[src/hw/rtl/srlr_pkg.sv]
`timescale 1ns / 1ps
// ----------------------------------------------------------------------------
// srlr_pkg
// Shared types and constants for the stuffed run-length frame receiver.
// ----------------------------------------------------------------------------
package srlr_pkg;

    // Configuration register indexes.
    typedef enum logic {
        CFG_BIT_TIME  = 1'b0,
        CFG_IDLE_BITS = 1'b1
    } t_cfg_idx;

    // Receive phase as reported on every result beat.
    typedef enum logic [2:0] {
        PH_IDLE  = 3'd0,
        PH_START = 3'd1,
        PH_MSG   = 3'd2,
        PH_LEN   = 3'd3,
        PH_ERROR = 3'd4
    } t_phase;

    // Sequencer states.
    typedef enum logic [2:0] {
        ST_IDLE,
        ST_DIV,
        ST_DECIDE,
        ST_BITS,
        ST_DRAIN
    } t_seq_state;

    // Request types on the input channel.
    localparam logic REQ_EDGE    = 1'b0;
    localparam logic REQ_TIMEOUT = 1'b1;

    localparam logic [7:0] BIT_TIME_RST  = 8'd20;
    localparam logic [3:0] IDLE_BITS_RST = 4'd7;
    localparam logic [7:0] LEN_MASK      = 8'b0000_1111;
    localparam logic [3:0] STUFF_RUN     = 4'd5;
    localparam logic [3:0] STUFF_LIMIT   = 4'd6;
    localparam logic [2:0] TOP_BIT       = 3'd7;
    localparam logic [3:0] FULL_BITS     = 4'd8;

    // Depth of the per-item result buffer; one input item causes at most two result beats.
    localparam int QDEPTH = 3;

    typedef struct packed {
        logic       req_type;
        logic       line_level;
        logic [7:0] elapsed_ticks;
    } t_in_item;

    typedef struct packed {
        logic [7:0] data_byte;
        logic [4:0] byte_index;
        logic [3:0] bits_valid;
        logic       frame_end;
        logic [3:0] message_length;
        logic [2:0] receive_state;
        logic       last_in_run;
    } t_out_item;

    // A result waiting for the phase at the end of its item.
    typedef struct packed {
        logic [7:0] data_byte;
        logic [4:0] byte_index;
        logic [3:0] bits_valid;
        logic       frame_end;
        logic [3:0] message_length;
    } t_qent;

endpackage

[src/hw/rtl/srlr_chan_if.sv]
`timescale 1ns / 1ps
// ----------------------------------------------------------------------------
// srlr_chan_if
// Valid/ready channel carrying one payload struct per beat.
// ----------------------------------------------------------------------------
interface srlr_chan_if #(
    parameter type T = logic
) ();
    logic valid;
    logic ready;
    T     payload;

    modport source (output valid, output payload, input ready);
    modport sink   (input valid, input payload, output ready);
endinterface

[src/hw/rtl/srlr_div.sv]
`timescale 1ns / 1ps
// ----------------------------------------------------------------------------
// srlr_div
// Restoring divider, one quotient bit per cycle.
// ----------------------------------------------------------------------------
module srlr_div
    import srlr_pkg::*;
(
    input  logic       i_clk,
    input  logic       i_rst_n,
    input  logic       i_start,
    input  logic [7:0] i_dividend,
    input  logic [7:0] i_divisor,
    output logic       o_done,
    output logic [7:0] o_quotient
);

    logic       r_busy;
    logic       r_done;
    logic [2:0] r_step;
    logic [7:0] r_rem;
    logic [7:0] r_quo;
    logic [7:0] r_div;
    logic [8:0] trial;
    logic       ge;

    // Shift in the next dividend bit and try the subtraction.
    always_comb begin
        trial = {r_rem, r_quo[7]};
        ge    = (trial >= {1'b0, r_div});
    end

    always_ff @(posedge i_clk) begin
        if (!i_rst_n) begin
            r_busy <= 1'b0;
            r_done <= 1'b0;
            r_step <= '0;
        end else begin
            r_done <= 1'b0;
            if (i_start) begin
                r_busy <= 1'b1;
                r_step <= '0;
            end else if (r_busy) begin
                r_step <= r_step + 3'd1;
                if (r_step == 3'd7) begin
                    r_busy <= 1'b0;
                    r_done <= 1'b1;
                end
            end
        end
    end

    // Datapath; a zero divisor divides as one.
    always_ff @(posedge i_clk) begin
        if (i_start) begin
            r_quo <= i_dividend;
            r_rem <= '0;
            r_div <= (i_divisor == 8'd0) ? 8'd1 : i_divisor;
        end else if (r_busy) begin
            r_rem <= ge ? 8'(trial - {1'b0, r_div}) : trial[7:0];
            r_quo <= {r_quo[6:0], ge};
        end
    end

    assign o_done     = r_done;
    assign o_quotient = r_quo;

endmodule

[src/hw/rtl/stuffed_run_length_frame_receiver.sv]
`timescale 1ns / 1ps
// ----------------------------------------------------------------------------
// stuffed_run_length_frame_receiver
// NRZ edge-event decoder with bit destuffing and byte packing.
// ----------------------------------------------------------------------------
// Usage:
//   i_edge takes one beat per line edge or timer timeout. o_byte gives the
//   bytes of the frame, each completed byte at once and a closing beat with
//   the partial byte when a frame ends; one item gives zero to two beats.
//   The configuration port writes bit_time_ticks (index 0) or idle_bits
//   (index 1) whenever i_cfg_we is high.
// Sequence:
//   An ignored edge is dropped in the idle state. A timeout goes from idle to
//   the drain state, which hands over its closing beat. A decoded edge starts
//   the eight-step divider that turns ticks into a bit count, then passes a
//   decision state, packs one run bit per cycle (up to 14) into the bit packer
//   and drains one result beat per cycle whenever the output register is free.
//   i_edge.ready is high only while the sequencer waits for an item.
// Reset and stall:
//   Reset clears the frame, sets the phase to idle and restores the register
//   defaults. A stalled o_byte holds its beat; the drain waits for it, and
//   one finished beat may sit in the output register while a new item is taken.
// ----------------------------------------------------------------------------
module stuffed_run_length_frame_receiver
    import srlr_pkg::*;
#(
    parameter int FRAME_BUFFER_BYTES = 32
) (
    input  logic              i_clk,
    input  logic              i_rst_n,
    input  logic              i_cfg_we,
    input  t_cfg_idx          i_cfg_idx,
    input  logic [7:0]        i_cfg_data,
    srlr_chan_if.sink         i_edge,
    srlr_chan_if.source       o_byte
);

    localparam int CW = $clog2(FRAME_BUFFER_BYTES + 1);
    localparam logic [CW-1:0] FRAME_FULL = CW'(FRAME_BUFFER_BYTES);

    // Configuration registers.
    logic [7:0] r_bt;
    logic [3:0] r_idle;

    // Receiver state.
    t_seq_state    r_state, n_state;
    t_phase        r_phase, n_phase;
    logic          r_prev, n_prev;
    logic [2:0]    r_bitpos, n_bitpos;
    logic [CW-1:0] r_bcnt, n_bcnt;
    logic [7:0]    r_acc, n_acc;
    logic          r_stuff, n_stuff;
    logic [3:0]    r_len, n_len;
    logic          r_bit, n_bit;
    logic [3:0]    r_cnt, n_cnt;

    // Results of the current item and the output register.
    t_qent         r_q [QDEPTH];
    t_qent         n_q [QDEPTH];
    logic [1:0]    r_qcnt, n_qcnt;
    logic [1:0]    r_rd, n_rd;
    logic          r_ovalid, n_ovalid;
    t_out_item     r_odata, n_odata;

    logic          div_start;
    logic          div_done;
    logic [7:0]    quotient;
    t_in_item      in_item;

    assign in_item = i_edge.payload;

    srlr_div u_div (
        .i_clk      (i_clk),
        .i_rst_n    (i_rst_n),
        .i_start    (div_start),
        .i_dividend (in_item.elapsed_ticks),
        .i_divisor  (r_bt),
        .o_done     (div_done),
        .o_quotient (quotient)
    );

    // Sequencer next state and datapath.
    always_comb begin
        logic [3:0] c;
        logic [7:0] acc_new;
        logic       full;
        logic       last;

        n_state   = r_state;
        n_phase   = r_phase;
        n_prev    = r_prev;
        n_bitpos  = r_bitpos;
        n_bcnt    = r_bcnt;
        n_acc     = r_acc;
        n_stuff   = r_stuff;
        n_len     = r_len;
        n_bit     = r_bit;
        n_cnt     = r_cnt;
        n_q       = r_q;
        n_qcnt    = r_qcnt;
        n_rd      = r_rd;
        n_ovalid  = r_ovalid & ~o_byte.ready;
        n_odata   = r_odata;
        div_start = 1'b0;
        c         = quotient[3:0];
        acc_new   = r_acc | (8'(r_bit) << r_bitpos);
        full      = (r_bcnt >= FRAME_FULL);
        last      = 1'b0;

        unique case (r_state)
            ST_IDLE: begin
                if (i_edge.valid) begin
                    if (in_item.req_type == REQ_TIMEOUT) begin
                        // Timeout: close the frame and clear it.
                        n_phase = in_item.line_level ? PH_ERROR : PH_IDLE;
                        if (r_bcnt != '0 || r_bitpos != TOP_BIT) begin
                            n_q[0] = '{data_byte: r_acc, byte_index: 5'(r_bcnt),
                                       bits_valid: {1'b0, TOP_BIT - r_bitpos},
                                       frame_end: 1'b1, message_length: r_len};
                            n_qcnt = 2'd1;
                        end
                        n_bitpos = TOP_BIT;
                        n_bcnt   = '0;
                        n_acc    = '0;
                        n_stuff  = 1'b0;
                        n_len    = '0;
                        n_state  = ST_DRAIN;
                    end else if (in_item.line_level != r_prev && !full) begin
                        // A real edge: the run's value is the level before it.
                        n_prev    = in_item.line_level;
                        n_bit     = ~in_item.line_level;
                        div_start = 1'b1;
                        n_state   = ST_DIV;
                    end
                end
            end

            ST_DIV: begin
                if (div_done) begin
                    n_state = ST_DECIDE;
                end
            end

            ST_DECIDE: begin
                n_state = ST_DRAIN;
                if (quotient >= {4'd0, r_idle}) begin
                    // Idle-length run.
                    n_phase = r_bit ? PH_ERROR : PH_IDLE;
                end else if (r_phase == PH_IDLE && !r_bit) begin
                    n_phase = r_phase;
                end else begin
                    n_state = ST_BITS;
                    // Start of frame: close any pending frame first.
                    if (r_phase == PH_IDLE) begin
                        if (r_bcnt != '0 || r_bitpos != TOP_BIT) begin
                            n_q[0] = '{data_byte: r_acc, byte_index: 5'(r_bcnt),
                                       bits_valid: {1'b0, TOP_BIT - r_bitpos},
                                       frame_end: 1'b1, message_length: r_len};
                            n_qcnt = 2'd1;
                        end
                        n_bitpos = TOP_BIT;
                        n_bcnt   = '0;
                        n_acc    = '0;
                        n_stuff  = 1'b0;
                        n_len    = '0;
                        n_phase  = PH_START;
                    end
                    if (c == 4'd0) begin
                        n_state = ST_DRAIN;
                    end else begin
                        // Drop the start bit of the first run.
                        if (n_phase == PH_START) begin
                            c       = c - 4'd1;
                            n_phase = PH_MSG;
                        end
                        // Drop a stuffed bit after a five-bit run.
                        if (n_stuff) begin
                            if (c < STUFF_LIMIT && c != 4'd0) begin
                                c = c - 4'd1;
                            end
                            n_stuff = 1'b0;
                        end
                        if (c == STUFF_RUN) begin
                            n_stuff = 1'b1;
                        end
                    end
                    n_cnt = c;
                end
            end

            ST_BITS: begin
                // One run bit per cycle into the byte accumulator.
                if (r_cnt == 4'd0 || full) begin
                    n_state = ST_DRAIN;
                end else begin
                    n_cnt = r_cnt - 4'd1;
                    if (r_bitpos == 3'd0) begin
                        if (r_bcnt == '0) begin
                            n_len   = 4'(acc_new & LEN_MASK);
                            n_phase = PH_LEN;
                        end
                        n_q[r_qcnt] = '{data_byte: acc_new, byte_index: 5'(r_bcnt),
                                        bits_valid: FULL_BITS, frame_end: 1'b0,
                                        message_length: n_len};
                        n_qcnt   = r_qcnt + 2'd1;
                        n_bcnt   = r_bcnt + CW'(1);
                        n_acc    = '0;
                        n_bitpos = TOP_BIT;
                    end else begin
                        n_acc    = acc_new;
                        n_bitpos = r_bitpos - 3'd1;
                    end
                end
            end

            ST_DRAIN: begin
                // Hand the item's results to the output register in order.
                if (r_qcnt == 2'd0) begin
                    n_state = ST_IDLE;
                end else if (!r_ovalid || o_byte.ready) begin
                    last     = (r_rd == r_qcnt - 2'd1);
                    n_odata  = '{data_byte: r_q[r_rd].data_byte,
                                 byte_index: r_q[r_rd].byte_index,
                                 bits_valid: r_q[r_rd].bits_valid,
                                 frame_end: r_q[r_rd].frame_end,
                                 message_length: r_q[r_rd].message_length,
                                 receive_state: r_phase,
                                 last_in_run: last};
                    n_ovalid = 1'b1;
                    n_rd     = r_rd + 2'd1;
                    if (last) begin
                        n_rd    = '0;
                        n_qcnt  = '0;
                        n_state = ST_IDLE;
                    end
                end
            end

            default: begin
                n_state = ST_IDLE;
            end
        endcase
    end

    // Configuration writes.
    always_ff @(posedge i_clk) begin
        if (!i_rst_n) begin
            r_bt   <= BIT_TIME_RST;
            r_idle <= IDLE_BITS_RST;
        end else if (i_cfg_we) begin
            unique case (i_cfg_idx)
                CFG_BIT_TIME:  r_bt   <= i_cfg_data;
                CFG_IDLE_BITS: r_idle <= i_cfg_data[3:0];
                default:       r_bt   <= r_bt;
            endcase
        end
    end

    // Control and frame state.
    always_ff @(posedge i_clk) begin
        if (!i_rst_n) begin
            r_state  <= ST_IDLE;
            r_phase  <= PH_IDLE;
            r_prev   <= 1'b0;
            r_bitpos <= TOP_BIT;
            r_bcnt   <= '0;
            r_acc    <= '0;
            r_stuff  <= 1'b0;
            r_len    <= '0;
            r_qcnt   <= '0;
            r_rd     <= '0;
            r_ovalid <= 1'b0;
        end else begin
            r_state  <= n_state;
            r_phase  <= n_phase;
            r_prev   <= n_prev;
            r_bitpos <= n_bitpos;
            r_bcnt   <= n_bcnt;
            r_acc    <= n_acc;
            r_stuff  <= n_stuff;
            r_len    <= n_len;
            r_qcnt   <= n_qcnt;
            r_rd     <= n_rd;
            r_ovalid <= n_ovalid;
        end
    end

    // Payload registers.
    always_ff @(posedge i_clk) begin
        r_bit   <= n_bit;
        r_cnt   <= n_cnt;
        r_q     <= n_q;
        r_odata <= n_odata;
    end

    assign i_edge.ready   = (r_state == ST_IDLE);
    assign o_byte.valid   = r_ovalid;
    assign o_byte.payload = r_odata;

endmodule

[src/flat_wrapper.sv]
// flat-port wrapper written by rule: the top's interface ports become plain ports
module stuffed_run_length_frame_receiver_flat import srlr_pkg::*;
#(
    parameter int FRAME_BUFFER_BYTES = 32
)
  (i_clk, i_rst_n, i_cfg_we, i_cfg_idx, i_cfg_data, i_edge_valid, i_edge_payload, i_edge_ready, o_byte_valid, o_byte_payload, o_byte_ready);
  srlr_chan_if #(.T(t_in_item)) i_edge_i ();
  srlr_chan_if #(.T(t_out_item)) o_byte_i ();
  input  logic i_clk;
  input  logic i_rst_n;
  input  logic i_cfg_we;
  input  t_cfg_idx i_cfg_idx;
  input  logic [7:0] i_cfg_data;
  input wire logic [$bits(i_edge_i.valid)-1:0] i_edge_valid;
  input wire logic [$bits(i_edge_i.payload)-1:0] i_edge_payload;
  output wire logic [$bits(i_edge_i.ready)-1:0] i_edge_ready;
  output wire logic [$bits(o_byte_i.valid)-1:0] o_byte_valid;
  output wire logic [$bits(o_byte_i.payload)-1:0] o_byte_payload;
  input wire logic [$bits(o_byte_i.ready)-1:0] o_byte_ready;
  assign i_edge_i.valid = i_edge_valid;
  assign i_edge_i.payload = i_edge_payload;
  assign i_edge_ready = i_edge_i.ready;
  assign o_byte_valid = o_byte_i.valid;
  assign o_byte_payload = o_byte_i.payload;
  assign o_byte_i.ready = o_byte_ready;
  stuffed_run_length_frame_receiver #(.FRAME_BUFFER_BYTES(FRAME_BUFFER_BYTES)) u_core (.i_clk(i_clk), .i_rst_n(i_rst_n), .i_cfg_we(i_cfg_we), .i_cfg_idx(i_cfg_idx), .i_cfg_data(i_cfg_data), .i_edge(i_edge_i), .o_byte(o_byte_i));
endmodule
[config.mk]
export PLATFORM = sky130hd
export DESIGN_NAME = stuffed_run_length_frame_receiver_flat
export DESIGN_NICKNAME = d
export VERILOG_FILES = /design/src/hw/rtl/srlr_pkg.sv /design/src/hw/rtl/srlr_chan_if.sv /design/src/hw/rtl/srlr_div.sv /design/src/hw/rtl/stuffed_run_length_frame_receiver.sv /design/src/flat_wrapper.sv
export SDC_FILE = /design/constraint.sdc
export NUM_CORES = 1
export LEC_CHECK = 0
export BUFFER_PORTS_ARGS = -buffer_cell sky130_fd_sc_hd__buf_2
export CORE_MARGIN = 3
export CORE_UTILIZATION = 45
export DETAILED_ROUTE_END_ITERATION = 8
export PLACE_DENSITY = 0.66
export SLEW_MARGIN = 25
export SYNTH_ARGS = -nofsm -noshare
export SYNTH_HDL_FRONTEND = slang
export SYNTH_HIERARCHICAL = 1
export SYNTH_SLANG_ARGS = --single-unit
[constraint.sdc]
create_clock -name i_clk -period 3.35 [get_ports i_clk]
set_input_delay 0.67 -clock i_clk [delete_from_list [all_inputs] [get_ports i_clk]]
set_output_delay 0.67 -clock i_clk [all_outputs]
set_load 0.1 [all_outputs]
==> flow_summary.yaml <==
critical_path:
  regToRegStartpoint: "u_core/u_div/o_quotient[0]"
  arrival_ns: 2.68
  r2r_end: "u_core/r_q[60]"
  endpoint_kind: "flip-flop"
  worstPathRequired_ns: 3.45
  critical_path_peak_fanout: 20
  path_class: "reg2reg"
  start_kind: "flip-flop"
  reg2regPathDepth: 8
  reg2reg_slack_ns: 0.77
timing:
  hold_slack_ns: 0.4642
  rsz0062_at_grt: "false"
  timing_worst_slew_pin_value_ns: 0.7415
  post-route-period-util: 0.7698
  hold_violations: 0
  relSlewSlack: 0.5051
  finalMaxSlewViolations: 0
  fin_tns_setup_ns: 0
  fin_skew_ns: 0.008454
  fmax_mhz: 387.8
  fin_crit_ns: 2.579
  setup_viol: 0
worst_hold_path:
  hold_class: "reg2reg"
  holdPathStages: 2
  min_from: "u_core/r_bt[0]"
  hold_end: "u_core/r_bt[0]"
global_routing:
  grt_pass1_wl_um: 26920
  antenna_found_initial: 0
  overflow: 0
  grt_pass1_vias: 5543
  grt_max_degree: 28
  grtUsageTotal: 0.1728
clocking:
  clock_latency_ns: 0.42
  postCtsSetupRepairBufs: 0
  root_buffer: "clkbuf_16"
  cts_tree: "done"
  clk_pin_slew_ns: 0.06
  clockBufferDepth: 2
  cts_resized: 0
  cts_hold_buf: 0
  numCtsBuffers: 17
  htreeDepth: 4
  clock-sinks: 162
final_layout:
  multi_input_area_um2: 3239
  register_area_um2: 4274
  fill_cells: 1496
  final_cell_mix: "edfxtp_1 (103), nand2_1 (79), nor2_1 (73)"
  fin_cells: 1037
  syn_to_final_growth_pct: 14.04
  layout_commonest_cell: "edfxtp_1"
  fin_nets: 855
  n_antenna_cell: 0
  drive_gt1_frac: 0.1799
  fin_area_um2: 8951
synth:
  synth_seq_cells: 162
  synth_warnings: 6
  synth_area_um2: 7849
  synth.distinct_cells: 71
  syn_inst: 759
  synth_top_area_share: 0.3941
  synth_top_cells_by_area: "edfxtp_1 (39%), dfxtp_1 (15%), ha_1 (4.1%)"
  seq_area_frac_synth: 0.5446
  synth_compound_area_frac: 0.1291
  synth.area.mux_share: 0.04814
  synthFlopType: "edfxtp_1"
  avgSynthCellArea_um2: 10.34
  synth_nets: 810
  synth-simple-area-share: 0.1742
  synth_top_family_by_area: "simple AND/OR/NAND/NOR gates"
  synth_adder_area_share: 0.04400
  yosysTopAreaCell: "edfxtp_1"
  synth_edf_count: 103
  async_reset_ff_frac: 0
  synthXorXnorAreaFrac: 0.01562
pwr:
  switchingPower_w: 0.001872
  p_leak_nw: 3.312
  power_density_nw_per_um2: 661.2
  clockPowerShare: 0.336
  ir_worst_vdd_mv: 0.4534
  seqPwrFrac: 0.402
  p_int_w: 0.004047
  combPwrFrac: 0.261
  switching_share: 0.3163
drt:
  vias: 5690
  wl_um: 16640
  wl_per_cell_um: 16.04
  ant_nets: 0
  drt_iter0_markers: 349
  drc: 0
  drt-vias-per-instance: 5.487
  drt_first_pass_iters: 5
floorplan:
  rows: 47
  boundaryPins: 52
  die_y_um: 138.1
  die_x_um: 138.1
  dieArea_um2: 19060
  initial_core_util: 0.4667
  coreArea_um2: 16820
place:
  gp_routability_congestion: 0.8529
  dpl_cell_area_um2: 8344
  dp_hpwl_um: 11660
  dp.cells: 1005
  numPortBuffers: 51
outcome:
  status: "finished, final reports clean"
flow_run:
  drv_cap: 0
## power groups by stage
stage | Combinational [W] | Sequential [W] | Clock (W)
after floorplan | 0.00123 | 0.00239 | 0
after global placement | 0.00148 | 0.00241 | 0
after detailed placement | 0.00153 | 0.00242 | 0
after CTS | 0.00154 | 0.00238 | 0.00203
after global routing | 0.00170 | 0.00240 | 0.00211
final | 0.00155 | 0.00238 | 0.00199
## Yosys cell counts, types with 14 or more instances
cell type and n:
o21ai_0 33, nor2_1 74, mux2i_1 22, clkbuf_1 30, ha_1 26, nand3_1 16
nand2_1 79, nand2b_1 14, a21oi_1 48, dfxtp_1 59, edfxtp_1 103, nor3_1 21
inv_1 38
## kinds of logic (layout without fill, tap and decap cells)
logic type      Yosys count  in the layout
simple gates            280            280
flops                   162            162
compound gates          156            156
buf+inv                  84            142
mux                      36             36
fa+ha+maj                27             27
xor+xnor                 14             14
## area by class of cell
type | instances | share of cell area
inverter | 38 | 0.01594
timing repair buffer | 72 | 0.04613
clock buffer | 19 | 0.04836
tap | 220 | 0.03075
sequential | 162 | 0.4775
multi-input combinational | 513 | 0.3619
clock inverter | 13 | 0.01943
## per-stage QoR
step | setup WS [ns] | util | total power [W]
2_1_floorplan | 0.4520 | - | 0.003615
3_3_place_gp | 0.8011 | 0.4961 | 0.003899
3_5_place_dp | 0.7480 | 0.4961 | 0.003948
4_1_cts | 0.7445 | 0.5322 | 0.005946
5_1_grt | 0.5550 | 0.5322 | 0.006213
6_report | 0.7711 | 0.5322 | 0.005919
## how the worst max path moves through the flow
stage | from | slack, ns | cells after the start | endpoint
floorplan | u_core/u_div/o_quotient[0] | 0.45 | 7 | u_core/r_q[44]
global placement | u_core/u_div/o_quotient[0] | 0.80 | 8 | u_core/r_q[61]
detailed placement | u_core/u_div/o_quotient[0] | 0.75 | 8 | u_core/r_q[63]
CTS | u_core/u_div/o_quotient[0] | 0.74 | 8 | u_core/r_q[60]
global route | u_core/u_div/o_quotient[0] | 0.55 | 8 | u_core/r_q[48]
finish | u_core/u_div/o_quotient[0] | 0.77 | 8 | u_core/r_q[60]
## metal layers
| layer | GRT usage | part of all wire | routed length (um) | up-vias |
|---|---|---|---|---|
| li1 | - | - | - | 2807 |
| met1 | 0.1969 | 0.42 | 7005 | 2704 |
| met4 | 0.07280 | 0.027 | 455 | 0 |
| met3 | 0.03971 | 0.045 | 743 | 40 |
| met2 | 0.3114 | 0.51 | 8432 | 139 |
| met5 | 0 | 0 | 0 | - |
## critical path, stage by stage (launching register included)
cell	delay, ns
edfxtp_1	0.50
inv_1	0.16
ha_1	0.24
nand2b_1	0.14
a211oi_1	0.34
o21ai_2	0.17
a21o_1	0.24
a211oi_2	0.15
buf_4	0.31
## state kept, by name, summed over array words and instances, names as in the netlist
register,cells
u_core/r_q,56
u_core/r_bcnt,6
u_core/r_bitpos,3
u_core/o_byte.valid,1
u_core/u_div/r_busy,1
u_core/r_acc,8
u_core/r_idle,4
u_core/r_stuff,1
u_core/r_bit,1
u_core/u_div/o_quotient,8
u_core/r_phase,3
u_core/r_len,4
u_core/r_qcnt,2
u_core/r_state,3
u_core/u_div/o_done,1
u_core/u_div/r_div,8
u_core/r_rd,2
u_core/u_div/r_step,3
u_core/o_byte.payload,26
u_core/r_bt,8
u_core/r_cnt,4
u_core/u_div/r_rem,8
u_core/r_prev,1
Power figures use the tool's default switching activity.
